### src/rtl/assert_macros.svh
// ----------------------------------------------------------------------------
// assert_macros.svh
// Clocked assertion helpers used by the top-level RTL.
// ----------------------------------------------------------------------------
`ifndef ASSERT_MACROS_SVH
`define ASSERT_MACROS_SVH

// Plain clocked check, masked while reset is held.
`define TLQE_ASSERT(lbl, prop, msg) \
    lbl: assert property (@(posedge i_clk) disable iff (!i_rst_n) (prop)) else $error(msg);

// Implication checked on the next clock.
`define TLQE_ASSERT_NEXT(lbl, ante, cons, msg) \
    lbl: assert property (@(posedge i_clk) disable iff (!i_rst_n) (ante) |=> (cons)) \
        else $error(msg);

`endif

### src/rtl/tlqe_pkg.sv
// ----------------------------------------------------------------------------
// tlqe_pkg
// Shared types, constants and helpers of the thick line quad expander.
// ----------------------------------------------------------------------------
`default_nettype none

package tlqe_pkg;

    localparam int CoordW    = 24;
    localparam int ColorW    = 4;
    localparam int SlotW     = 3;
    localparam int NormW     = 9;   // signed normal component, |n| <= 128
    localparam int FifoDepth = 4;

    localparam logic [SlotW-1:0] SLOT_S_MINUS_A = 3'd0;
    localparam logic [SlotW-1:0] SLOT_E_MINUS   = 3'd1;
    localparam logic [SlotW-1:0] SLOT_E_PLUS_A  = 3'd2;
    localparam logic [SlotW-1:0] SLOT_S_MINUS_B = 3'd3;
    localparam logic [SlotW-1:0] SLOT_E_PLUS_B  = 3'd4;
    localparam logic [SlotW-1:0] SLOT_S_PLUS    = 3'd5;
    localparam logic [SlotW-1:0] LastSlot       = SLOT_S_PLUS;

    localparam logic signed [CoordW-1:0] CoordMax = 24'sh7FFFFF;
    localparam logic signed [CoordW-1:0] CoordMin = 24'sh800000;

    // Segment with its finished normal, as queued between front and back
    typedef struct packed {
        logic signed [CoordW-1:0] sx;
        logic signed [CoordW-1:0] sy;
        logic signed [CoordW-1:0] ex;
        logic signed [CoordW-1:0] ey;
        logic signed [NormW-1:0]  nx;
        logic signed [NormW-1:0]  ny;
        logic [ColorW-1:0]        color;
        logic                     fend;
    } t_seg;

    // Which endpoint and which sign each vertex slot takes
    function automatic logic [1:0] slot_mode(input logic [SlotW-1:0] slot);
        logic [1:0] m;  // {use_end, add}
        unique case (slot)
            SLOT_S_MINUS_A: m = 2'b00;
            SLOT_E_MINUS:   m = 2'b10;
            SLOT_E_PLUS_A:  m = 2'b11;
            SLOT_S_MINUS_B: m = 2'b00;
            SLOT_E_PLUS_B:  m = 2'b11;
            SLOT_S_PLUS:    m = 2'b01;
            default:        m = 2'b00;
        endcase
        return m;
    endfunction

    // base +/- n, clamped to the coordinate range
    function automatic logic signed [CoordW-1:0] sat_add(
        input logic signed [CoordW-1:0] base,
        input logic signed [NormW-1:0]  n,
        input logic                     add
    );
        logic signed [CoordW:0] b;
        logic signed [CoordW:0] d;
        logic signed [CoordW:0] sum;
        b   = {base[CoordW-1], base};
        d   = {{(CoordW+1-NormW){n[NormW-1]}}, n};
        sum = add ? (b + d) : (b - d);
        if (sum[CoordW] != sum[CoordW-1]) begin
            return sum[CoordW] ? CoordMin : CoordMax;
        end
        return sum[CoordW-1:0];
    endfunction

endpackage

`default_nettype wire

### src/rtl/tlqe_fifo.sv
// ----------------------------------------------------------------------------
// tlqe_fifo
// Short segment queue between the front pipeline and the vertex emitter.
// ----------------------------------------------------------------------------
`default_nettype none

module tlqe_fifo
    import tlqe_pkg::*;
#(
    parameter int Depth = FifoDepth
) (
    input  wire logic i_clk,
    input  wire logic i_rst_n,
    input  wire logic i_push,
    input  wire t_seg i_data,
    output logic      o_full,
    input  wire logic i_pop,
    output t_seg      o_data,
    output logic      o_empty
);

    localparam int AW = (Depth > 1) ? $clog2(Depth) : 1;
    localparam int CW = $clog2(Depth + 1);

    t_seg          r_mem [Depth];
    logic [AW-1:0] r_wp;
    logic [AW-1:0] r_rp;
    logic [CW-1:0] r_cnt;
    logic          w_wr;
    logic          w_rd;

    assign o_full  = (r_cnt == CW'(Depth));
    assign o_empty = (r_cnt == '0);
    assign w_wr    = i_push && !o_full;
    assign w_rd    = i_pop && !o_empty;
    assign o_data  = r_mem[r_rp];

    // Pointers and fill count
    always_ff @(posedge i_clk) begin
        if (!i_rst_n) begin
            r_wp  <= '0;
            r_rp  <= '0;
            r_cnt <= '0;
        end else begin
            if (w_wr) begin
                r_wp <= (r_wp == AW'(Depth - 1)) ? '0 : r_wp + AW'(1);
            end
            if (w_rd) begin
                r_rp <= (r_rp == AW'(Depth - 1)) ? '0 : r_rp + AW'(1);
            end
            if (w_wr && !w_rd) begin
                r_cnt <= r_cnt + CW'(1);
            end else if (w_rd && !w_wr) begin
                r_cnt <= r_cnt - CW'(1);
            end
        end
    end

    // Storage
    always_ff @(posedge i_clk) begin
        if (w_wr) begin
            r_mem[r_wp] <= i_data;
        end
    end

endmodule

`default_nettype wire

### config.mk
export PLATFORM = sky130hd
export DESIGN_NAME = tlqe_fifo
export DESIGN_NICKNAME = d
export VERILOG_FILES = /design/src/rtl/assert_macros.svh /design/src/rtl/tlqe_pkg.sv /design/src/rtl/tlqe_fifo.sv
export SDC_FILE = /design/constraint.sdc
export NUM_CORES = 1
export LEC_CHECK = 0
export ABC_AREA = 0
export ABC_CLOCK_PERIOD_IN_PS = 12800
export BUFFER_PORTS_ARGS = -buffer_cell sky130_fd_sc_hd__buf_2
export CAP_MARGIN = 0
export CORE_MARGIN = 5
export CORE_UTILIZATION = 60
export DETAILED_ROUTE_END_ITERATION = 6
export PLACE_DENSITY = 0.93
export SETUP_SLACK_MARGIN = 0.4
export SLEW_MARGIN = 20
export SYNTH_ARGS = -nofsm -noshare
export SYNTH_HDL_FRONTEND = slang
export SYNTH_SLANG_ARGS = --single-unit
export TNS_END_PERCENT = 1
### constraint.sdc
create_clock -name i_clk -period 12.8 [get_ports i_clk]
set_clock_uncertainty 0.1 [all_clocks]
set_input_delay 1.92 -clock i_clk [delete_from_list [all_inputs] [get_ports i_clk]]
set_output_delay 1.92 -clock i_clk [all_outputs]
set_load 0.01 [all_outputs]
Yosys cells after proc, flatten, opt, wreduce, memory -nomap -nowiden
Memories as Yosys holds them, arrays and structs flattened. A register that Yosys moved wholly into a read port is not among the register bits.
Cells that the tools add are included.
{ "totals": {"ff_bits": 7, "latch_bits": 0, "mem_bits_rw": 476, "rom_bits": 0, "output_inout_bits": 121, "word_cells": 29, "n_memories": 1} }
{ "mem_list": {"columns": ["memory", "words", "word_bits", "rd", "rd_clocked_by_memory_dff", "write_ports", "line", "text"], "rows": [
  ["r_mem", 4, 119, 1, 1, 1, "tlqe_fifo.sv:25", "t_seg r_mem [Depth];"]
]} }
{ "op_classes": {"add_sub_neg": 4, "multipliers": 0, "div": 0, "magnitude_cmp": 0, "n_eq_ne": 3, "n_shift": 0, "n_mux": 8, "bitwise_logic": 0, "n_reduce_logical": 10} }
{ "op_table": {"columns": ["cell", "n"], "rows": [
  ["$mux 2", 4],
  ["$mux 3", 2],
  ["$add 2x1->2 const B", 2],
  ["$eq 2x2->1 const B", 2],
  ["$logic_and 1x1->1", 4],
  ["$logic_not 1->1", 4],
  ["$add 3x1->3 const B", 1],
  ["$eq 3x3->1 const B", 1],
  ["$logic_not 3->1", 1],
  ["$sub 3x1->3 const B", 1],
  ["$mux 1", 2],
  ["$reduce_bool 2->1", 1]
]} }

Logic depth before layout (Yosys ltp)
Gate-level depths: netlist of the first run.
{ "depth": {"depth_word": 7, "mapped_depth": 9, "mapped_depth_nobuf": 8} }

Worst setup path after synthesis of the first run
No wires, ideal clock.
{ "synth_timing": {"path_type": "input to register", "from": "input port i_push", "to": "memory r_mem[0][0] in the netlist's numbering (enable)", "setup_ns": 0.492, "arrival_ns": 4.950, "required_time_ns": 12.208, "setup_slack_ns": 7.258, "cell_stages": 3, "n_path_buf": 1, "path_cell_list": "nor2b_1 > buf_2 > and2_1"} }
{ "synth_via": {"elab_chain_cells": 3} }
{ "synth_lines": {"columns": ["item", "line", "text"], "rows": [
  ["start, declared", "tlqe_fifo.sv:14", "input wire logic i_push,"],
  ["$logic_and 1x1->1", "tlqe_fifo.sv:34", "assign w_wr = i_push && !o_full;"],
  ["net w_wr", "tlqe_fifo.sv:29", "logic w_wr;"],
  ["$mux 1", "tlqe_fifo.sv:61", "if (w_wr) begin"],
  ["$mux 1 (implied by the code)", "tlqe_fifo.sv:62", "r_mem[r_wp] <= i_data;"],
  ["end, declared", "tlqe_fifo.sv:25", null]
]} }
The timed path passes the listed nets, and every way through them passes these cells.

==> metrics.cfg, run 1 <==
[synthesis]
synth_nets=802
syn-instance-count=672
synth.area.top_cells=edfxtp_1 (81%), mux4_2 (15%), buf_12 (1.1%)
synth_warnings=0
syn_avg_cell_area_um2=26.4
synth-seq-area-share_pct=81.6
syn-cell-area_um2=17700
synth_top_cell_by_area=edfxtp_1
ys_types=24
synth_seq_cells=485
netlist.area_leader.share_pct=80.5

[timing]
maxSlewHeadroom_pct=35.3
fmax_ghz=0.200
timing.final.max_slew_violations=0
setup_violations=0
final.setup.tns_ps=0
hold_viol=0
period_needed_ps=5010
holdWs_ps=462
tightest_slew_ps=971
period_share_pct=39.1
rsz0062_at_grt=no

[cts]
cts_buffers=47
clk_pin_slew_ps=60
hold_buffers=0
clk_path_buf_depth=3
h-tree-depth=2
root_buffer=clkbuf_16
worstSkewPairLatency_ps=530
cts_tree=done
clock_sinks=485
cts.repair.resized=0
post_cts_buffers=0

[worst_setup_path]
reg2reg_from=r_cnt[0]
cp_cell_sequence=buf_4, mux4_2, buf_2
setup.worst_path.end=o_data[12]
reg2reg_depth=4
worstPathArrival_ps=2990
r2r-end=r_mem[0][103]
crit_slowest_cell=dfxtp_4
max_stage_delay_ps=780
r2r_setup_slack_ps=9410
crit_path_end_kind=primary output
crit_type=reg -> out
start_kind=flop
crit_required_ps=10780
path_max_fanout=43

[routing]
drcViolationCount=0
top_layer=met5
dr_wl_met2_um=17500
drtIter0Drc=705
drtPass1Iterations=5
wl_per_cell_um=25.3
detail-route-antenna-nets=0
wirelength_um=34800
vias=8096
via_per_inst=5.89
wl_met1_um=13500
met3_length_um=2890

[global_routing]
grt_pass1_vias=8805
grtUsageTotal_pct=21.1
grt_overflow=0
antenna_found_initial=9
grt_max_degree=65
grt_pass1_wl_um=53200

[finish]
drive_gt1_share_pct=44.5
postLayoutCoreUtil_pct=70.4
design_area_um2=20700
layout.nets=1074
syn_to_final_growth_pct=16.7

[floorplanning]
die_area_um2=33100
die_h_um=182
die-width_um=182
core_um2=29400
start_util_pct=60.4
pin_count=244
rows=63

[status]
outcome=completed

[power]
ir_drop_mv=0.170
power_density_nw_per_um2=203
p_leak_nw=6.92

[job]
maxCapViolCount=0

[placement]
place_congestion=0.732
placed_area_um2=19200
dpl.hpwl_um=20200
port_buffers=243

[hold_path]
hp-class=reg -> reg

per-stage QoR:
step	setup slack (ps)	total power, W	cells
final	7790	0.00420	1374
after global routing	7460	0.00439	1374
after CTS	7680	0.00425	1372
after detailed placement	8010	0.00293	1285
after global placement	8100	0.00289	1285
after floorplan	7260	0.00265	672
worst max-delay path: cells and delay by family, from the launching register on:
family	cells	cell delay, ps
buf+inv	2	950
flops	1	780
mux	1	650
worst min path at each step:
stage,startpoint,to,cells past startpoint
after floorplan,r_wp[1],r_wp[1],2
after global placement,r_wp[1],r_wp[1],2
after detailed placement,r_wp[1],r_wp[1],2
after CTS,r_cnt[2],r_cnt[2],2
after global routing,r_wp[0],r_wp[0],2
final,r_cnt[2],r_cnt[2],2
state kept, by name, indices dropped and copies added (netlist names), named ones only:
signal and flops:
r_mem 476, r_cnt 3, r_rp 2, r_wp 2
placed cells by master (no fill, tap or decap), drive strengths merged:
cell,instances
a21boi,1
and2,5
buf,251
bufinv,5
clkbuf,56
clkinv,22
clkinvlp,1
dfxtp,9
diode,2
edfxtp,476
fa,1
ha,6
inv,6
mux2i,3
mux4,119
nand2,6
nand3,2
nor2,2
nor2b,2
nor3,1
nor3b,1
o21ai,3
o31ai,1
or3,1
xnor2,1
xor2,1
metal layers:
| metal | GRT usage [%] | vias up |
|---|---|---|
| met4 | 5.67 | 14 |
| met3 | 5.77 | 71 |
| met5 | 0 | - |
| met2 | 34.2 | 371 |
| li1 | - | 3456 |
| met1 | 29.2 | 4184 |
synth_stat cells, drive strengths merged:
library cell	count
edfxtp	476
mux4	119
buf	26
dfxtp	9
ha	6
nand2	6
and2	5
inv	3
mux2i	3
o21ai	3
clkbuf	2
nand3	2
nor2	2
nor2b	2
a21boi	1
fa	1
nor3	1
nor3b	1
o31ai	1
or3	1
xnor2	1
xor2	1
area by class of cell:
| class | count | area [um^2] |
|---|---|---|
| Multi-Input combinational cell | 156 | 2970 |
| Antenna cell | 2 | 5.00 |
| Clock buffer | 56 | 1210 |
| Clock inverter | 31 | 273 |
| Inverter | 3 | 11.3 |
| Fill cell | 1649 | 8690 |
| Sequential cell | 485 | 14500 |
| Tap cell | 390 | 488 |
| Timing Repair Buffer | 251 | 1280 |
cells by family (layout without fill, tap and decap cells):
| group | after synthesis | in the layout | synth area share [%] |
|---|---|---|---|
| flops | 485 | 485 | 81.6 |
| mux | 122 | 122 | 15.3 |
| buf+inv | 31 | 341 | 1.79 |
| simple gates | 20 | 20 | 0.578 |
| fa+ha+maj | 7 | 7 | 0.536 |
| compound gates | 5 | 5 | 0.169 |
| xor+xnor | 2 | 2 | 0.0987 |
| other cells | 0 | 2 | 0 |
power breakdown:
group          switching, W  internal (W)
logic              0.000454      0.000410
clock network      0.000541      0.000775
registers         0.0000853       0.00194
total               0.00108       0.00312
Note: power is estimated with default switching activity, not from simulation.
==> run 2, diff against run 1 <==
- ABC_CLOCK_PERIOD_IN_PS: 12800 -> 4500
- CORE_UTILIZATION: 60 -> 51
- PLACE_DENSITY: 0.93 -> 0.85
- clock period: 12.8 -> 4.5 ns (I/O delays scaled with it)
==> run 2 against run 1 <==
  * Non-clock buffer count grew 7
  * Routed wire length shrank 0.47%
  * Sequential power grew to 2.8 times the previous value
  * Via count shrank 1.5%
  * Worst hold slack lost 230 ps
  * Utilization shrank 9.5 points
  * Setup slack lost 6700 ps
  * First-iteration DRC count shrank 32%
==> metrics.cfg, run 2 (synthesis results as in run 1) <==
[status]
outcome=completed  ; unchanged

[worst_setup_path]
start_kind=flop  ; unchanged
setup.worst_path.end=o_data[91]  ; was o_data[12]
crit_required_ps=3720  ; was 10780 ps
worstPathArrival_ps=2610  ; was 2990 ps
path_max_fanout=40  ; was 43
crit_type=reg -> out  ; unchanged
cp_cell_sequence=buf_4, mux4_2, buf_2  ; unchanged
reg2reg_from=r_cnt[0]  ; unchanged
r2r_setup_slack_ps=1770  ; was 9410 ps
crit_path_end_kind=primary output  ; unchanged
max_stage_delay_ps=910  ; was 780 ps
crit_slowest_cell=dfxtp_4  ; unchanged
r2r-end=r_mem[0][74]  ; was r_mem[0][103]
reg2reg_depth=4  ; unchanged

[routing]
via_per_inst=5.51  ; was 5.89
wirelength_um=34600  ; was 34800 um
drtIter0Drc=481  ; was 705
vias=7977  ; was 8096
drtPass1Iterations=4  ; was 5
detail-route-antenna-nets=0  ; unchanged
drcViolationCount=0  ; unchanged
wl_per_cell_um=23.9  ; was 25.3 um

[power]
ir_drop_mv=0.407  ; was 0.170 mV
power_density_nw_per_um2=577  ; was 203 nW/um^2
p_leak_nw=7.01  ; was 6.92 nW
fin_total_pwr_w=0.0121  ; was 0.00420 W

[floorplanning]
pin_count=244  ; unchanged
die_h_um=197  ; was 182 um
core_um2=34500  ; was 29400 um^2
die_area_um2=38600  ; was 33100 um^2
die-width_um=197  ; was 182 um
start_util_pct=51.5  ; was 60.4%
rows=68  ; was 63

[placement]
dpl_worst_slack_ps=1460  ; was 8010 ps
dp_cells=1357  ; was 1285
dpl.hpwl_um=21100  ; was 20200 um
place_congestion=0.740  ; was 0.732
port_buffers=243  ; unchanged

[cts]
post_cts_buffers=0  ; unchanged
cts_tree=done  ; unchanged
h-tree-depth=2  ; unchanged
worstSkewPairLatency_ps=550  ; was 530 ps
hold_buffers=0  ; unchanged
cts.repair.resized=0  ; unchanged
cts_buffers=48  ; was 47
clock_sinks=485  ; unchanged
clk_path_buf_depth=3  ; unchanged
clk_pin_slew_ps=60  ; about the same
root_buffer=clkbuf_16  ; unchanged

[finish]
reg.largest.list=r_mem x476, r_cnt x3  ; unchanged
final_common_cell=edfxtp_1  ; unchanged
layout.nets=1082  ; was 1074
most-common-layout-cells=edfxtp_1 (476), buf_2 (243), mux4_2 (119)  ; unchanged
largest_reg_flops=476  ; unchanged
syn_to_final_growth_pct=18.3  ; was 16.7%
top_register=r_mem  ; unchanged
fin_cells=1448  ; was 1374
drive_gt1_share_pct=45.5  ; was 44.5%
fillers=2365  ; was 1649
postLayoutCoreUtil_pct=60.9  ; was 70.4%

[timing]
maxSlewHeadroom_pct=39.0  ; was 35.3%
setup_violations=0  ; unchanged
final.setup.tns_ps=0  ; unchanged
period_needed_ps=3390
hold_viol=0  ; unchanged
period_share_pct=75.3
fin_ws_ps=1110  ; was 7790 ps
rsz0062_at_grt=no  ; unchanged
timing.final.max_slew_violations=0  ; unchanged
tightest_slew_ps=915  ; was 971 ps
fmax_ghz=0.295

[global_routing]
grt_overflow=0  ; unchanged
grt_max_degree=73  ; was 65
grtUsageTotal_pct=17.8  ; was 21.1%
grt_pass1_wl_um=51500  ; was 53200 um
antenna_found_initial=11  ; was 9
grt_pass1_vias=8486  ; was 8805

[hold_path]
worstHoldStart=i_data[33]  ; was r_cnt[2]
hp-class=in -> reg  ; was reg -> reg

[job]
maxCapViolCount=0  ; unchanged

[run 2: cell types whose count changed in the layout (fill, tap and decap cells not counted), sizes merged]
cell and delta:
buf +7, inv -2, clkinv -3, diode +3, clkbuf +4
[run 2: cell type report]
class | instances | area [um^2] | area share (%)
diodes | 5 | 12.5 | 0.0596
multi-input cells | 156 | 2970 | 14.1
inverters | 3 | 11.3 | 0.0536
well taps | 455 | 569 | 2.71
clock buffers | 60 | 1270 | 6.04
flip-flops and latches | 485 | 14500 | 69.0
clock inverters | 26 | 255 | 1.22
repair buffers | 258 | 1430 | 6.81
[run 2: critical path: cells and delay by family, from the launching register on]
| kind | cells | cell delay [ps] |
|---|---|---|
| buffers and inverters | 2 | 530 |
| DFF | 1 | 910 |
| muxes | 1 | 560 |
[run 2: report_power, final]
part / switching (W) / internal (W) / leakage (nW) / total (W)
registers: 0.000242 / 0.00550 / 4.44 / 0.00575
logic: 0.00130 / 0.00123 / 1.83 / 0.00253
clock network: 0.00156 / 0.00228 / 0.748 / 0.00384
total: 0.00310 / 0.00901 / 7.01 / 0.0121
[run 2: stage by stage]
stage / hold slack (ps) / area, um^2
2_1_floorplan: 368 / 17700
3_3_place_gp: 388 / 19500
3_5_place_dp: 413 / 19500
4_1_cts: 186 / 21000
5_1_grt: 203 / 21000
6_report: 231 / 21000
[run 2: worst min-delay path by stage]
| stage | slack, ps | cells after the start | to |
|---|---|---|---|
| CTS | 190 | 1 | r_mem[3][22] |
| finish | 230 | 1 | r_mem[3][33] |
| floorplan | 370 | 2 | r_wp[1] |
| global route | 200 | 1 | r_mem[3][22] |
| detailed placement | 410 | 2 | flop |
| global placement | 390 | 2 | r_wp[1] |
[run 2: routing by layer]
metal	GRT usage, %	wire, um	up-vias
li1	-	-	3465
met1	23.4	13600	4135
met2	29.3	17500	303
met3	4.63	2520	62
met4	6.28	901	12
met5	0	80	-
