$ cat config.mk
export PLATFORM = sky130hd
export DESIGN_NAME = tlqe_back
export DESIGN_NICKNAME = d
export VERILOG_FILES = /design/src/rtl/assert_macros.svh /design/src/rtl/tlqe_pkg.sv /design/src/rtl/tlqe_back.sv
export SDC_FILE = /design/constraint.sdc
export NUM_CORES = 1
export LEC_CHECK = 0
export ABC_AREA = 1
export BUFFER_PORTS_ARGS = -buffer_cell sky130_fd_sc_hd__buf_2
export CORE_MARGIN = 4
export CORE_UTILIZATION = 45
export DETAILED_ROUTE_END_ITERATION = 10
export PLACE_DENSITY = 0.66
export REMOVE_ABC_BUFFERS = 1
export SLEW_MARGIN = 20
export SYNTH_ARGS = -nofsm -noshare
export SYNTH_HDL_FRONTEND = slang
export SYNTH_SLANG_ARGS = --single-unit
$ cat constraint.sdc
create_clock -name i_clk -period 9 [get_ports i_clk]
set_input_delay 0.45 -clock i_clk [delete_from_list [all_inputs] [get_ports i_clk]]
set_output_delay 0.45 -clock i_clk [all_outputs]
set_load 0.03 [all_outputs]
$ cat src/rtl/assert_macros.svh
// ----------------------------------------------------------------------------
// assert_macros.svh
// Clocked assertion helpers used by the top-level RTL.
// ----------------------------------------------------------------------------
`ifndef ASSERT_MACROS_SVH
`define ASSERT_MACROS_SVH

// Plain clocked check, masked while reset is held.
`define TLQE_ASSERT(lbl, prop, msg) \
    lbl: assert property (@(posedge i_clk) disable iff (!i_rst_n) (prop)) else $error(msg);

// Implication checked on the next clock.
`define TLQE_ASSERT_NEXT(lbl, ante, cons, msg) \
    lbl: assert property (@(posedge i_clk) disable iff (!i_rst_n) (ante) |=> (cons)) \
        else $error(msg);

`endif

$ cat src/rtl/tlqe_pkg.sv
// ----------------------------------------------------------------------------
// tlqe_pkg
// Shared types, constants and helpers of the thick line quad expander.
// ----------------------------------------------------------------------------
`default_nettype none

package tlqe_pkg;

    localparam int CoordW    = 24;
    localparam int ColorW    = 4;
    localparam int SlotW     = 3;
    localparam int NormW     = 9;   // signed normal component, |n| <= 128
    localparam int FifoDepth = 4;

    localparam logic [SlotW-1:0] SLOT_S_MINUS_A = 3'd0;
    localparam logic [SlotW-1:0] SLOT_E_MINUS   = 3'd1;
    localparam logic [SlotW-1:0] SLOT_E_PLUS_A  = 3'd2;
    localparam logic [SlotW-1:0] SLOT_S_MINUS_B = 3'd3;
    localparam logic [SlotW-1:0] SLOT_E_PLUS_B  = 3'd4;
    localparam logic [SlotW-1:0] SLOT_S_PLUS    = 3'd5;
    localparam logic [SlotW-1:0] LastSlot       = SLOT_S_PLUS;

    localparam logic signed [CoordW-1:0] CoordMax = 24'sh7FFFFF;
    localparam logic signed [CoordW-1:0] CoordMin = 24'sh800000;

    // Segment with its finished normal, as queued between front and back
    typedef struct packed {
        logic signed [CoordW-1:0] sx;
        logic signed [CoordW-1:0] sy;
        logic signed [CoordW-1:0] ex;
        logic signed [CoordW-1:0] ey;
        logic signed [NormW-1:0]  nx;
        logic signed [NormW-1:0]  ny;
        logic [ColorW-1:0]        color;
        logic                     fend;
    } t_seg;

    // Which endpoint and which sign each vertex slot takes
    function automatic logic [1:0] slot_mode(input logic [SlotW-1:0] slot);
        logic [1:0] m;  // {use_end, add}
        unique case (slot)
            SLOT_S_MINUS_A: m = 2'b00;
            SLOT_E_MINUS:   m = 2'b10;
            SLOT_E_PLUS_A:  m = 2'b11;
            SLOT_S_MINUS_B: m = 2'b00;
            SLOT_E_PLUS_B:  m = 2'b11;
            SLOT_S_PLUS:    m = 2'b01;
            default:        m = 2'b00;
        endcase
        return m;
    endfunction

    // base +/- n, clamped to the coordinate range
    function automatic logic signed [CoordW-1:0] sat_add(
        input logic signed [CoordW-1:0] base,
        input logic signed [NormW-1:0]  n,
        input logic                     add
    );
        logic signed [CoordW:0] b;
        logic signed [CoordW:0] d;
        logic signed [CoordW:0] sum;
        b   = {base[CoordW-1], base};
        d   = {{(CoordW+1-NormW){n[NormW-1]}}, n};
        sum = add ? (b + d) : (b - d);
        if (sum[CoordW] != sum[CoordW-1]) begin
            return sum[CoordW] ? CoordMin : CoordMax;
        end
        return sum[CoordW-1:0];
    endfunction

endpackage

`default_nettype wire

$ cat src/rtl/tlqe_back.sv
// ----------------------------------------------------------------------------
// tlqe_back
// Vertex emitter: walks the six slots of the current segment, one vertex per
// transaction, through a registered result stage.
// ----------------------------------------------------------------------------
`default_nettype none

module tlqe_back
    import tlqe_pkg::*;
(
    input  wire logic                i_clk,
    input  wire logic                i_rst_n,
    input  wire logic                i_q_empty,
    input  wire t_seg                i_q_data,
    output logic                     o_q_pop,
    input  wire logic                i_pop,
    output logic                     o_empty,
    output logic signed [CoordW-1:0] o_vert_x,
    output logic signed [CoordW-1:0] o_vert_y,
    output logic [ColorW-1:0]        o_vert_color,
    output logic [SlotW-1:0]         o_vert_slot,
    output logic                     o_last_vertex,
    output logic                     o_frame_end
);

    t_seg             r_cur;
    logic             r_cv;
    logic [SlotW-1:0] r_slot;
    logic             r_ov;
    logic             w_load;
    logic             w_last;
    logic [1:0]       w_mode;

    assign w_load  = r_cv && (!r_ov || i_pop);
    assign w_last  = (r_slot == LastSlot);
    assign o_q_pop = !i_q_empty && (!r_cv || (w_load && w_last));
    assign w_mode  = slot_mode(r_slot);
    assign o_empty = !r_ov;

    // Control
    always_ff @(posedge i_clk) begin
        if (!i_rst_n) begin
            r_cv   <= 1'b0;
            r_slot <= '0;
            r_ov   <= 1'b0;
        end else begin
            if (w_load) begin
                r_ov <= 1'b1;
            end else if (i_pop) begin
                r_ov <= 1'b0;
            end
            if (o_q_pop) begin
                r_cv   <= 1'b1;
                r_slot <= '0;
            end else if (w_load) begin
                r_cv   <= !w_last;
                r_slot <= r_slot + SlotW'(1);
            end
        end
    end

    // Segment and result payload
    always_ff @(posedge i_clk) begin
        if (o_q_pop) begin
            r_cur <= i_q_data;
        end
        if (w_load) begin
            o_vert_x      <= sat_add(w_mode[1] ? r_cur.ex : r_cur.sx, r_cur.nx, w_mode[0]);
            o_vert_y      <= sat_add(w_mode[1] ? r_cur.ey : r_cur.sy, r_cur.ny, w_mode[0]);
            o_vert_color  <= r_cur.color;
            o_vert_slot   <= r_slot;
            o_last_vertex <= w_last;
            o_frame_end   <= w_last && r_cur.fend;
        end
    end

endmodule

`default_nettype wire

**Word level (Yosys, flattened, before mapping)**

Cells that the tools add are included.
Widths: inputs -> output; s select.

- Logic and storage cells: 62
- Bits in registers: 181
- Output and inout bits: 59
- Bits of input ports: 123

- Add/subtract/negate cells: 5
- Mux-type cells: 19
- Eq/ne operators: 6
- Reduce and logical (&&, ||, !) cells: 14
- Bitwise gates (word level): 1

Operators with widths:

| operator | count |
|---|---|
| $mux 24 | 8 |
| $add 24x9->25 | 2 |
| $mux 25 | 2 |
| $sub 24x9->25 | 2 |
| $mux 1 | 8 |
| $eq 3x3->1 const B | 2 |
| $pmux 2 s3 | 1 |
| $logic_and 1x1->1 | 4 |
| $logic_not 1->1 | 4 |
| $reduce_bool 2->1 | 2 |
| $reduce_or 2->1 | 2 |
| $add 3x1->3 const B | 1 |
| $eq 3x1->1 const B | 1 |
| $eq 3x2->1 const B | 1 |
| $logic_or 1x1->1 | 2 |
| $ne 1x1->1 | 2 |
| $not 1->1 | 1 |

**Depth between registers and ports, before layout**

Gate-level depths: netlist (run 1).

- Depth after elaboration: 10
- Gate-level depth with buffers: 24
- Mapped depth without buffers: 23

**Least setup slack after synthesis (run 1)**

OpenSTA, ideal clock, no wires.

- Path kind: reg2reg
- Start point: reg r_slot[1]
- End point: reg r_cur[0] (netlist name), enable pin
- Buffers on the path: 0
- Setup slack: 2.275 ns
- Setup time: 0.616 ns
- Period minus slack after synthesis: 6.725 ns
- Stages on the path, launching flop included: 7
- Arrival: 6.109 ns
- Data required time: 8.384 ns
- Cell sequence: dfxtp_1 inv_1 ha_1 nand2_1 inv_1 a21oi_1 nor2_1

- Cells in the longest elaborated chain, start to end: 4

RTL lines:

| item | line | source |
|---|---|---|
| from (decl) | tlqe_back.sv:28 | `logic [SlotW-1:0] r_slot;` |
| from (signal assigned) | tlqe_back.sv:57 | `r_slot <= r_slot + SlotW'(1);` |
| $eq 3x3->1 | tlqe_back.sv:35 | `assign w_last = (r_slot == LastSlot);` |
| named net w_last | tlqe_back.sv:31 | `logic w_last;` |
| $logic_and 1x1->1 | tlqe_back.sv:36 | `assign o_q_pop = !i_q_empty && (!r_cv \|\| (w_load && w_last));` |
| $logic_or 1x1->1 | tlqe_back.sv:36 |  |
| $logic_and 1x1->1 | tlqe_back.sv:36 |  |
| named net o_q_pop | tlqe_back.sv:15 | `output logic o_q_pop,` |
| to (signal assigned) | tlqe_back.sv:65 | `r_cur <= i_q_data;` |
| to (decl) | tlqe_back.sv:26 | `t_seg r_cur;` |

The timed path passes the listed nets, and every way through them passes these cells.
A chain may end at the register's enable or synchronous reset.

**Worst setup path after layout (run 1)**

- Start point: reg r_slot[0]
- End point: reg o_vert_x[2] (data pin)

- Cells in the longest elaborated chain, start to end: 10
- Elaborated cells on any way between the ends: 16
- Classes of those cells: add/sub: 2; eq/ne: 5; mux: 8; reduce/logical: 1

RTL lines:

| item | line | source |
|---|---|---|
| $eq 3x3->1 or $eq 3x2->1 (tied branches) | tlqe_pkg.sv:41 | `unique case (slot)` |
| $reduce_or 2->1 (no line) | -- |  |
| $pmux 2 s3 * | tlqe_pkg.sv:41 |  |
| $mux 24 | tlqe_back.sv:68 | `o_vert_x <= sat_add(w_mode[1] ? r_cur.ex : r_cur.sx, r_cur.nx, w_mode[0]);` |
| $sub 24x9->25 or $add 24x9->25 (tied branches) | tlqe_pkg.sv:64 | `sum = add ? (b + d) : (b - d);` |
| $mux 25 * | tlqe_pkg.sv:64 |  |
| $ne 1x1->1 | tlqe_pkg.sv:65 | `if (sum[CoordW] != sum[CoordW-1]) begin` |
| $mux 1 | tlqe_pkg.sv:65 |  |
| $mux 1 | tlqe_back.sv:67 | `if (w_load) begin` |
| $mux 24 * | tlqe_pkg.sv:68 | `return sum[CoordW-1:0];` |
| to (signal assigned) | tlqe_back.sv:68 |  |
| to (decl) | tlqe_back.sv:18 | `output logic signed [CoordW-1:0] o_vert_x,` |

Every way passes the cells marked *; elsewhere a longest branch is shown, timed or not. The select of a mux whose other input is x is not followed.

==> impl_metrics.py, run 1 <==
metrics = {
    "clock_tree": {
        "cts_buffers": 17,
        "cts-root-buf": "clkbuf_16",
        "clkTransAtPathRegs_ps": 80,
        "worstSkewPairLatency_ps": 440,
        "cts.sinks": 181,
        "cts_tree": "done",
        "h-tree-depth": 4,
        "postCtsSetupBuffers": 0,
        "ctsResizeCount": 0,
        "postCtsHoldBufs": 0,
        "clockBufferDepth": 2,
    },
    "critical_path": {
        "path_class": "flip-flop to flip-flop",
        "critPathLaunch": "r_slot[0]",
        "required_ps": 9160,
        "crit_path_end_kind": "flip-flop",
        "r2r_start": "r_slot[0]",
        "cp_max_fo": 22,
        "cp.arrival_ps": 4910,
        "cp-start-kind": "flip-flop",
    },
    "logic_synthesis": {
        "netlist.area_leader.share_pct": 50.3,
        "synth-xor-area-share_pct": 3.59,
        "postSynthAreaPerCell_sq_um": 9.62,
        "synth.yosys.seq_area_share_pct": 51.3,
        "synth_fa_ha_area_share_pct": 7.05,
        "syn-cell-area_sq_um": 10500,
        "synthTopCellsByArea": "edfxtp_1 50%, nand2_1 10%, ha_1 6.7%, mux2_2 4.7%, inv_1 4.7%",
        "muxShareOfSynthArea_pct": 4.72,
        "yosys_register_bits": 181,
        "yosys.area_share.simple_pct": 19.8,
        "synth_compound_area_share_pct": 7.66,
        "yosysWarnings": 0,
        "synthArstFlopShare_pct": 0,
        "synth_ff_type": "edfxtp_1",
        "synth_edf_count": 176,
        "synth_top_family_by_area": "simple AND/OR/NAND/NOR gates",
        "syn_inst": 1092,
        "synth.distinct_cells": 38,
        "yosysTopAreaCell": "edfxtp_1",
    },
    "power": {
        "p_int_w": 0.00165,
        "combPwrFrac_pct": 29.2,
        "power.share.switching_pct": 34.3,
        "p_seq_share_pct": 42.1,
        "p_total_w": 0.00250,
        "p_clk_share_pct": 28.7,
        "peakVddDrop_v": 0.0000837,
        "cellLeakagePower_nw": 5.58,
        "powerDensity_nw_per_um2": 204,
        "p_sw_w": 0.000858,
    },
    "global_routing": {
        "grt_max_degree": 60,
        "grt_usage_pct": 19.7,
        "grt.met1_usage_pct": 22.6,
        "antenna_found_initial": 0,
        "grt_busiest_layer": "met2",
        "grt_pass1_vias": 8068,
        "grt_pass1_wl_microns": 40400,
        "grt-ovfl-total": 0,
        "groute.layer.met3.usage_pct": 3.52,
        "met2_usage_pct": 37.1,
    },
    "sta": {
        "rsz0062_at_grt": "false",
        "tightest_slew_ps": 885,
        "fmax_mhz": 210,
        "finalHoldViolations": 0,
        "period_share_pct": 52.8,
        "slew_headroom_pct": 40.9,
        "whs_ps": 176,
        "finalSetupViolCount": 0,
        "drv_slew": 0,
        "layout_min_cycle_time_ps": 4750,
        "worst_slack_ps": 4250,
        "finClkSkew_ps": 15.0,
        "finalSetupTns_ps": 0,
    },
    "hold_path": {
        "min-delay-start": "i_q_data[5]",
        "worstHoldPathType": "input port to flip-flop",
    },
    "finish": {
        "final_layout_size_suffix_gt1_share_pct": 25.3,
        "antenna_cells": 0,
        "fillCellCount": 2100,
        "area_growth_pct": 17.1,
        "final_nets": 1463,
        "layout_common_cells": "287 x nand2_1, 181 x buf_2, 176 x edfxtp_1",
        "final_common_cell": "nand2_1",
    },
    "placed_design": {
        "hpwl_microns": 19900,
        "dp_slack_ps": 4300,
        "io_buffers": 181,
        "place_congestion": 0.952,
    },
    "run_status": {
        "status": "finished clean",
    },
    "route": {
        "drt_iter0_drc": 418,
        "drc_errors": 0,
        "dr_total_vias": 8029,
        "wl_microns": 25400,
        "routedWlPerCell_microns": 15.8,
        "drtPass1Iterations": 5,
        "routed_via_density": 4.99,
        "ant_nets": 0,
    },
    "run": {
        "drv_cap": 0,
    },
    "die": {
        "io_pins": 182,
        "dieArea_sq_um": 25800,
        "core_region_area_sq_um": 22800,
        "die_y_microns": 161,
        "die-width_microns": 161,
        "num_rows": 55,
        "start_util_pct": 46.1,
    },
}
-- metal layers --
metal	routed length, microns	share of wire (%)	vias up
met4	586	2.3	0
li1	-	-	4064
met5	0	0	-
met3	1170	4.6	43
met1	10100	40	3698
met2	13500	53	224
-- layout make-up --
type	count	area [sq um]	share of cell area, %
clock buffers	17	425	3.46
clock inverters	15	138	1.12
inverters	137	514	4.18
multi-input cells	760	4510	36.7
flip-flops and latches	181	5390	43.8
well taps	313	392	3.18
repair buffers	185	936	7.61
-- stage by stage --
| step | instance area, sq um | instances | utilization (%) |
|---|---|---|---|
| 3_5_place_dp | 11700 | 1576 | 51.5 |
| 6_report | 12300 | 1608 | 54.0 |
| 4_1_cts | 12300 | 1608 | 54.0 |
| 5_1_grt | 12300 | 1608 | 54.0 |
| 3_3_place_gp | 11700 | 1576 | 51.5 |
| 2_1_floorplan | 10400 | 1078 | - |
-- flip-flops by register name, indices dropped and copies added, names as in the netlist --
name / flops
o_frame_end: 1
o_vert_y: 24
r_ov: 1
r_cv: 1
o_vert_slot: 3
o_last_vertex: 1
r_cur: 119
r_slot: 3
o_vert_x: 24
o_vert_color: 4
-- power by group through the flow --
stage          clock network, W  logic, W  registers (W)
5_1_grt                0.000774  0.000810        0.00106
3_3_place_gp                  0  0.000725        0.00107
6_report               0.000718  0.000732        0.00105
3_5_place_dp                  0  0.000730        0.00107
2_1_floorplan                 0  0.000446        0.00116
4_1_cts                0.000733  0.000733        0.00105
-- cells in the mapped netlist (all sizes together), types with 3 or more instances --
cell / count
ha: 56
a31oi: 7
edfxtp: 176
buf: 13
dfxtp: 5
xor2: 25
a21oi: 69
nand3: 45
o21ai: 41
nand4: 22
mux2: 44
xnor2: 18
nand3b: 4
and2: 3
nor2: 85
inv: 135
o21bai: 15
or2: 3
nand2: 311
nor3: 6
-- cells by family after synthesis --
group,count (synthesis)
buffers and inverters,151
xor gates and xnor gates,43
AOI/OAI and AO/OA,134
muxes,44
and+or+nand+nor,481
DFF,181
adders and majority gates,58
-- path summary, 6_finish.rpt --
check,endpoint,slack (ps),depth (start not counted)
worst max-delay path,o_vert_x[2],4250,19
worst min-delay path,r_cur[5],180,1
worst max register to register,o_vert_x[2],4250,19
worst min register to register,o_vert_color[2],430,0
-- worst max-delay path: stages, from the launching register on --
cell      delay (ps)
dfxtp_1          410
inv_1            100
ha_1             200
inv_1             90
nand3_1          130
nand2_1          550
clkinv_1         480
o21ai_0          420
inv_1            110
fa_1             470
inv_1            100
nand3_1           80
nand2_2          120
nand2_1           70
nand2_2          100
nand2_1           80
nand3_1          130
nand2_4           90
nor2_4           560
o21ai_0          170
Note: power is estimated with default switching activity, not from simulation.
==> inputs of run 2 (changes only) <==
--- a/config.mk
+++ b/config.mk
@@ -5,12 +5,12 @@
 export SDC_FILE = /design/constraint.sdc
 export NUM_CORES = 1
 export LEC_CHECK = 0
-export ABC_AREA = 1
+export ABC_AREA = 0
 export BUFFER_PORTS_ARGS = -buffer_cell sky130_fd_sc_hd__buf_2
 export CORE_MARGIN = 4
 export CORE_UTILIZATION = 45
 export DETAILED_ROUTE_END_ITERATION = 10
-export PLACE_DENSITY = 0.66
+export PLACE_DENSITY = 0.69
 export REMOVE_ABC_BUFFERS = 1
 export SLEW_MARGIN = 20
 export SYNTH_ARGS = -nofsm -noshare
==> constraint.sdc (replaced) <==
create_clock -name i_clk -period 3.99 [get_ports i_clk]
set_input_delay 0.1995 -clock i_clk [delete_from_list [all_inputs] [get_ports i_clk]]
set_output_delay 0.1995 -clock i_clk [all_outputs]
set_load 0.03 [all_outputs]
==> run 2 against run 1 <==
Effect of this change:
- the run now ends with negative setup slack left
- synthesized cell count is 30% lower
- flip-flop and latch count stayed put
- total power grew to 2.7 times the previous value
- final cell count is 1.6% lower
- clock-buffer cell count is 2 higher
- via count is 4.7% higher
- largest cell class unchanged
- critical path depth is 1 lower
- maximum frequency is 14% higher
- non-clock buffer count is 341 higher
==> impl_metrics.py, run 2 <==
metrics = {
    "run_status": {
        "status": "finished with violations",
        "violations": "negative setup slack",
    },
    "sta": {
        "period_share_pct": 105,
        "worst_slack_ps": -184,
        "fmax_mhz": 240,
        "drv_slew": 0,
        "finalHoldViolations": 0,
        "slew_headroom_pct": 40.7,
        "finClkSkew_ps": 13.5,
        "layout_min_cycle_time_ps": 4170,
        "rsz0062_at_grt": "true",
        "finalSetupViolCount": 34,
        "tightest_slew_ps": 888,
    },
    "global_routing": {
        "grt_max_degree": 122,
        "grt-ovfl-total": 0,
        "grt_pass1_wl_microns": 44700,
        "antenna_found_initial": 2,
        "grt_pass1_vias": 8803,
        "grt_usage_pct": 23.7,
    },
    "die": {
        "die-width_microns": 155,
        "die_y_microns": 155,
        "io_pins": 182,
        "core_region_area_sq_um": 21200,
        "start_util_pct": 45.9,
        "num_rows": 53,
        "dieArea_sq_um": 24000,
    },
    "logic_synthesis": {
        "syn_inst": 767,
        "syn-cell-area_sq_um": 9720,
        "synth_commonest_cells": "176 x edfxtp_1, 56 x ha_1, 55 x a21oi_1",
        "synthTopCellsByArea": "edfxtp_1 54%, ha_1 7.2%, mux2_2 5.3%, a21oi_1 2.8%, xnor2_1 2.6%",
        "synth_edf_count": 176,
        "synth_most_common_cell": "edfxtp_1",
        "yosys_register_bits": 181,
        "synth_ff_type": "edfxtp_1",
        "postSynthAreaPerCell_sq_um": 12.7,
        "synthArstFlopShare_pct": 0,
        "yosysWarnings": 0,
        "yosysTopAreaCell": "edfxtp_1",
        "synth.yosys.seq_area_share_pct": 55.4,
        "netlist.area_leader.share_pct": 54.4,
        "synth.distinct_cells": 73,
    },
    "finish": {
        "top_register": "r_cur",
        "largest_reg_flops": 119,
        "final_common_cell": "buf_4",
        "final_layout_size_suffix_gt1_share_pct": 49.4,
        "area_growth_pct": 60.7,
        "fillCellCount": 1278,
        "layout_common_cells": "193 x buf_4, 182 x buf_2, 176 x edfxtp_1",
        "top_regs": "r_cur (119), o_vert_x (24), o_vert_y (24)",
        "final_nets": 1475,
        "instances_no_fill": 1583,
    },
    "power": {
        "powerDensity_nw_per_um2": 431,
        "cellLeakagePower_nw": 6.42,
        "p_total_w": 0.00672,
        "peakVddDrop_v": 0.000233,
    },
    "hold_path": {
        "worstHoldPathType": "input port to flip-flop",
    },
    "route": {
        "drc_errors": 0,
        "dr_total_vias": 8406,
        "routedWlPerCell_microns": 18.4,
        "drt_iter0_drc": 611,
        "drtPass1Iterations": 5,
        "wl_microns": 29100,
        "ant_nets": 0,
        "routed_via_density": 5.31,
    },
    "clock_tree": {
        "cts_tree": "done",
        "cts.sinks": 181,
        "worstSkewPairLatency_ps": 440,
        "cts_buffers": 17,
        "clkTransAtPathRegs_ps": 70,
        "clockBufferDepth": 2,
        "h-tree-depth": 4,
        "cts-root-buf": "clkbuf_16",
    },
    "placed_design": {
        "place_congestion": 0.911,
        "hpwl_microns": 18500,
        "io_buffers": 181,
        "post-place-cells": 1385,
    },
    "critical_path": {
        "path_class": "flip-flop to flip-flop",
        "cp-start-kind": "flip-flop",
        "required_ps": 4180,
        "cp.arrival_ps": 4360,
        "crit_path_end_kind": "flip-flop",
        "cp_max_fo": 8,
    },
    "run": {
        "drv_cap": 0,
    },
}
## run 2: logic make-up (layout without fill, tap and decap cells)
group	after synthesis	after routing	synth area share (%)
adder cells (fa/ha/maj)	66	66	8.45
AO/OA/AOI/OAI	204	204	14.9
XOR/XNOR	53	53	4.86
AND/OR/NAND/NOR	161	161	8.27
buffers and inverters	53	593	2.43
other	0	1	0
flip-flops	181	181	55.4
multiplexers	49	49	5.69
## run 2: final cells by class
class	count	area (sq um)	share of cell area [%]
Tap cell	275	344	2.20
Clock inverter	13	176	1.13
Antenna cell	1	2.50	0.0160
Inverter	35	131	0.841
Clock buffer	19	443	2.84
Multi-Input combinational cell	533	5110	32.7
Sequential cell	181	5390	34.5
Timing Repair Buffer	526	4020	25.7
## run 2: where the power goes
part           switching (W)  internal [W]  total, W
Combinational        0.00130       0.00124   0.00254
Sequential         0.0000583       0.00235   0.00241
Clock               0.000756       0.00101   0.00177
## run 2: critical path, stage by stage (launching register included)
cell and delay, ps:
dfxtp_4 370, inv_2 50, ha_2 180, or3_4 370, nand2_8 120, buf_12 130, mux2_4 330, ha_4 270
a211o_1 120, o211ai_1 140, a211oi_2 350, a211oi_4 140, o31ai_4 270, buf_4 150, or4b_4 460, o31ai_4 100
buf_6 150, buf_6 110, o31ai_2 80
## run 2: what timing repair did
action,in CTS,in global routing
resized for setup,138,94
pin swaps,33,43
cloned,3,0
setup buffers,32,14
setup endpoints to repair,47,47
endpoints found under the hold margin,120,0
hold buffers,120,0
## run 2: final timing paths
kind / from / slack (ps) / endpoint / cells past startpoint
worst min-delay path: i_q_empty / 20 / r_cv / 2
worst min register to register: r_cur[4] / 430 / o_vert_color[3] / 0
worst max-delay path: r_slot[1] / -180 / o_vert_x[6] / 18
worst max register to register: r_slot[1] / -180 / o_vert_x[6] / 18
## run 2: through the flow
stage | util (%) | setup slack [ps] | cell area, sq um | setup TNS [ps] | hold slack (ps)
2_1_floorplan | - | -3200 | 9610 | -411150 | 298
6_report | 73.8 | -184 | 15600 | -3190 | 18.6
3_3_place_gp | 58.2 | -403 | 12300 | -12600 | 376
4_1_cts | 71.4 | -105 | 15100 | -1650 | 8.99
5_1_grt | 73.8 | -309 | 15600 | -10870 | 36.2
3_5_place_dp | 58.2 | -575 | 12300 | -16160 | 378
## run 2: routing by layer
| metal | up-vias | wire length, microns | track usage [%] |
|---|---|---|---|
| met5 | - | 13 | 0 |
| met4 | 2 | 867 | 7.44 |
| met3 | 69 | 1480 | 5.26 |
| met2 | 272 | 15600 | 44.0 |
| met1 | 4057 | 11200 | 26.9 |
| li1 | 4006 | - | - |
==> inputs of run 3 (changes only) <==
--- a/config.mk
+++ b/config.mk
@@ -6,7 +6,7 @@
 export NUM_CORES = 1
 export LEC_CHECK = 0
 export ABC_AREA = 0
-export BUFFER_PORTS_ARGS = -buffer_cell sky130_fd_sc_hd__buf_2
+export BUFFER_PORTS_ARGS = -buffer_cell sky130_fd_sc_hd__clkbuf_2
 export CORE_MARGIN = 4
 export CORE_UTILIZATION = 45
 export DETAILED_ROUTE_END_ITERATION = 10
==> run 3 against run 2 <==
Effect of this change:
- the run still ends with negative setup slack left
- combinational power up 12%
- flip-flop and latch count unchanged
- setup slack got worse by 140 ps
- routed wire length up 12%
- cell area grew 3.2%
- worst hold slack worse by 6.7 ps
- die area unchanged
==> impl_metrics.py, run 3 (synthesis gave the netlist of run 2 again) <==
metrics = {
    "run_status": {
        "violations": "negative setup slack",
        "status": "finished with violations",
    },
    "route": {
        "routedWlPerCell_microns": 20.1,
        "wl_microns": 32700,
        "routed_via_density": 5.48,
        "drc_errors": 0,
        "dr_total_vias": 8912,
        "drt_iter0_drc": 608,
        "drtPass1Iterations": 5,
        "ant_nets": 0,
    },
    "sta": {
        "slew_headroom_pct": 41.2,
        "finClkSkew_ps": 11.5,
        "drv_slew": 0,
        "fmax_mhz": 232,
        "worst_slack_ps": -320,
        "finalSetupViolCount": 47,
        "layout_min_cycle_time_ps": 4310,
        "finalHoldViolations": 0,
        "period_share_pct": 108,
        "tightest_slew_ps": 881,
        "rsz0062_at_grt": "true",
    },
    "power": {
        "cellLeakagePower_nw": 6.74,
        "p_sw_w": 0.00229,
        "p_seq_share_pct": 35.1,
        "combPwrFrac_pct": 41.2,
        "powerDensity_nw_per_um2": 428,
        "p_int_w": 0.00460,
        "power.share.switching_pct": 33.3,
        "p_clk_share_pct": 23.7,
        "peakVddDrop_v": 0.000319,
    },
    "placed_design": {
        "place_congestion": 0.903,
        "dp_slack_ps": -637,
        "dpl_cell_area_sq_um": 12400,
        "hpwl_microns": 18500,
        "io_buffers": 181,
    },
    "global_routing": {
        "grt_pass1_wl_microns": 45400,
        "grt_usage_pct": 23.9,
        "grt_max_degree": 35,
        "antenna_found_initial": 2,
        "grt-ovfl-total": 0,
        "grt_pass1_vias": 8820,
    },
    "die": {
        "die-width_microns": 155,
        "core_region_area_sq_um": 21200,
        "start_util_pct": 45.9,
        "die_y_microns": 155,
        "dieArea_sq_um": 24000,
        "io_pins": 182,
        "num_rows": 53,
    },
    "clock_tree": {
        "worstSkewPairLatency_ps": 440,
        "cts.sinks": 181,
        "cts_buffers": 17,
        "cts_tree": "done",
        "h-tree-depth": 4,
        "clockBufferDepth": 2,
        "cts-root-buf": "clkbuf_16",
        "clkTransAtPathRegs_ps": 70,
    },
    "finish": {
        "final_common_cell": "buf_4",
        "final_layout_size_suffix_gt1_share_pct": 50.9,
        "layout_common_cells": "233 x buf_4, 181 x clkbuf_2, 176 x edfxtp_1",
        "largest_reg_flops": 119,
        "area_growth_pct": 65.9,
        "stdcell_area_sq_um": 16100,
        "fillCellCount": 1142,
        "final_nets": 1519,
        "top_regs": "r_cur (119), o_vert_x (24), o_vert_y (24)",
        "top_register": "r_cur",
    },
    "critical_path": {
        "crit_buf_inv": 6,
        "cp.arrival_ps": 4490,
        "cpMostUsedCell": "buf_4",
        "slowest_delay_ps": 500,
        "path_class": "flip-flop to flip-flop",
        "cp-start-kind": "flip-flop",
        "cp_max_fo": 8,
        "path_cells": "nor3_2 -> buf_4 -> nand3_1 -> nor4_1 -> buf_4 -> o21ai_1 -> ha_4 -> buf_4 -> a21oi_1 -> o21ai_1 -> o21ai_1 -> buf_4 -> a211oi_4 -> nor3_2 -> buf_4 -> or4b_4 -> o31ai_4 -> buf_6 -> o31ai_2",
        "required_ps": 4170,
        "cp_slowest_cell": "or4b_4",
        "crit_path_end_kind": "flip-flop",
        "cp_top_family": "simple AND/OR/NAND/NOR gates",
    },
    "run": {
        "drv_cap": 0,
    },
    "hold_path": {
        "worstHoldPathType": "input port to flip-flop",
    },
}
-- run 3: changes by cell type in the layout (fill, tap and decap cells not counted), sizes merged --
| cell | previous run | this run |
|---|---|---|
| clkinvlp | 4 | 2 |
| bufinv | 3 | 1 |
| bufbuf | 1 | 0 |
| buf | 405 | 266 |
| inv | 37 | 41 |
| clkbuf | 19 | 203 |
-- run 3: final timing paths --
check / slack [ps] / end / from / cells past startpoint
hold reg to reg: 420 / o_vert_color[3] / r_cur[4] / 0
setup / recovery: -320 / o_vert_x[13] / r_cur[17] / 19
hold / removal: 10 / r_ov / i_rst_n / 2
setup reg to reg: -320 / o_vert_x[13] / r_cur[17] / 19
-- run 3: what timing repair did --
action / CTS / global route
hold endpoints to repair: 120 / 0
hold buffers: 120 / 0
pin swaps: 55 / 60
setup endpoints to repair: 47 / 47
cloned: 2 / 5
gates resized for setup: 138 / 125
setup buffers: 47 / 31
-- run 3: power groups by stage --
stage / sequential (W) / combinational [W] / clock, W
floorplan: 0.00266 / 0.000974 / 0
global placement: 0.00245 / 0.00194 / 0
detailed placement: 0.00245 / 0.00197 / 0
CTS: 0.00241 / 0.00238 / 0.00162
global route: 0.00243 / 0.00300 / 0.00173
finish: 0.00242 / 0.00284 / 0.00164
-- run 3: per-layer routing --
layer	part of all wire, %	GRT usage, %	wire length, microns	vias to the layer above
met1	38	27.6	12300	4310
met5	0.040	0	13	-
met3	6.1	5.17	2010	117
met4	4.4	9.67	1450	2
met2	52	43.2	16900	389
li1	-	-	-	4094
-- run 3: cell type report --
cell class / instances / area, sq um / area share [%]
antenna: 1 / 2.50 / 0.0155
clock buffer: 19 / 433 / 2.69
clock inverter: 13 / 118 / 0.730
inverter: 35 / 134 / 0.831
multi-input combinational: 533 / 5290 / 32.8
sequential: 181 / 5390 / 33.5
tap: 275 / 344 / 2.13
timing repair buffer: 570 / 4410 / 27.3
-- run 3: metrics by stage --
stage,total power (W),instances,setup TNS [ps],utilization (%),hold WS [ps]
2_1_floorplan,0.00364,749,-411150,-,298
3_3_place_gp,0.00439,1399,-12740,58.8,376
3_5_place_dp,0.00442,1399,-17290,58.8,378
4_1_cts,0.00642,1596,-1430,72.3,8.71
5_1_grt,0.00716,1627,-14190,76.2,21.4
6_report,0.00690,1627,-7390,76.2,11.9
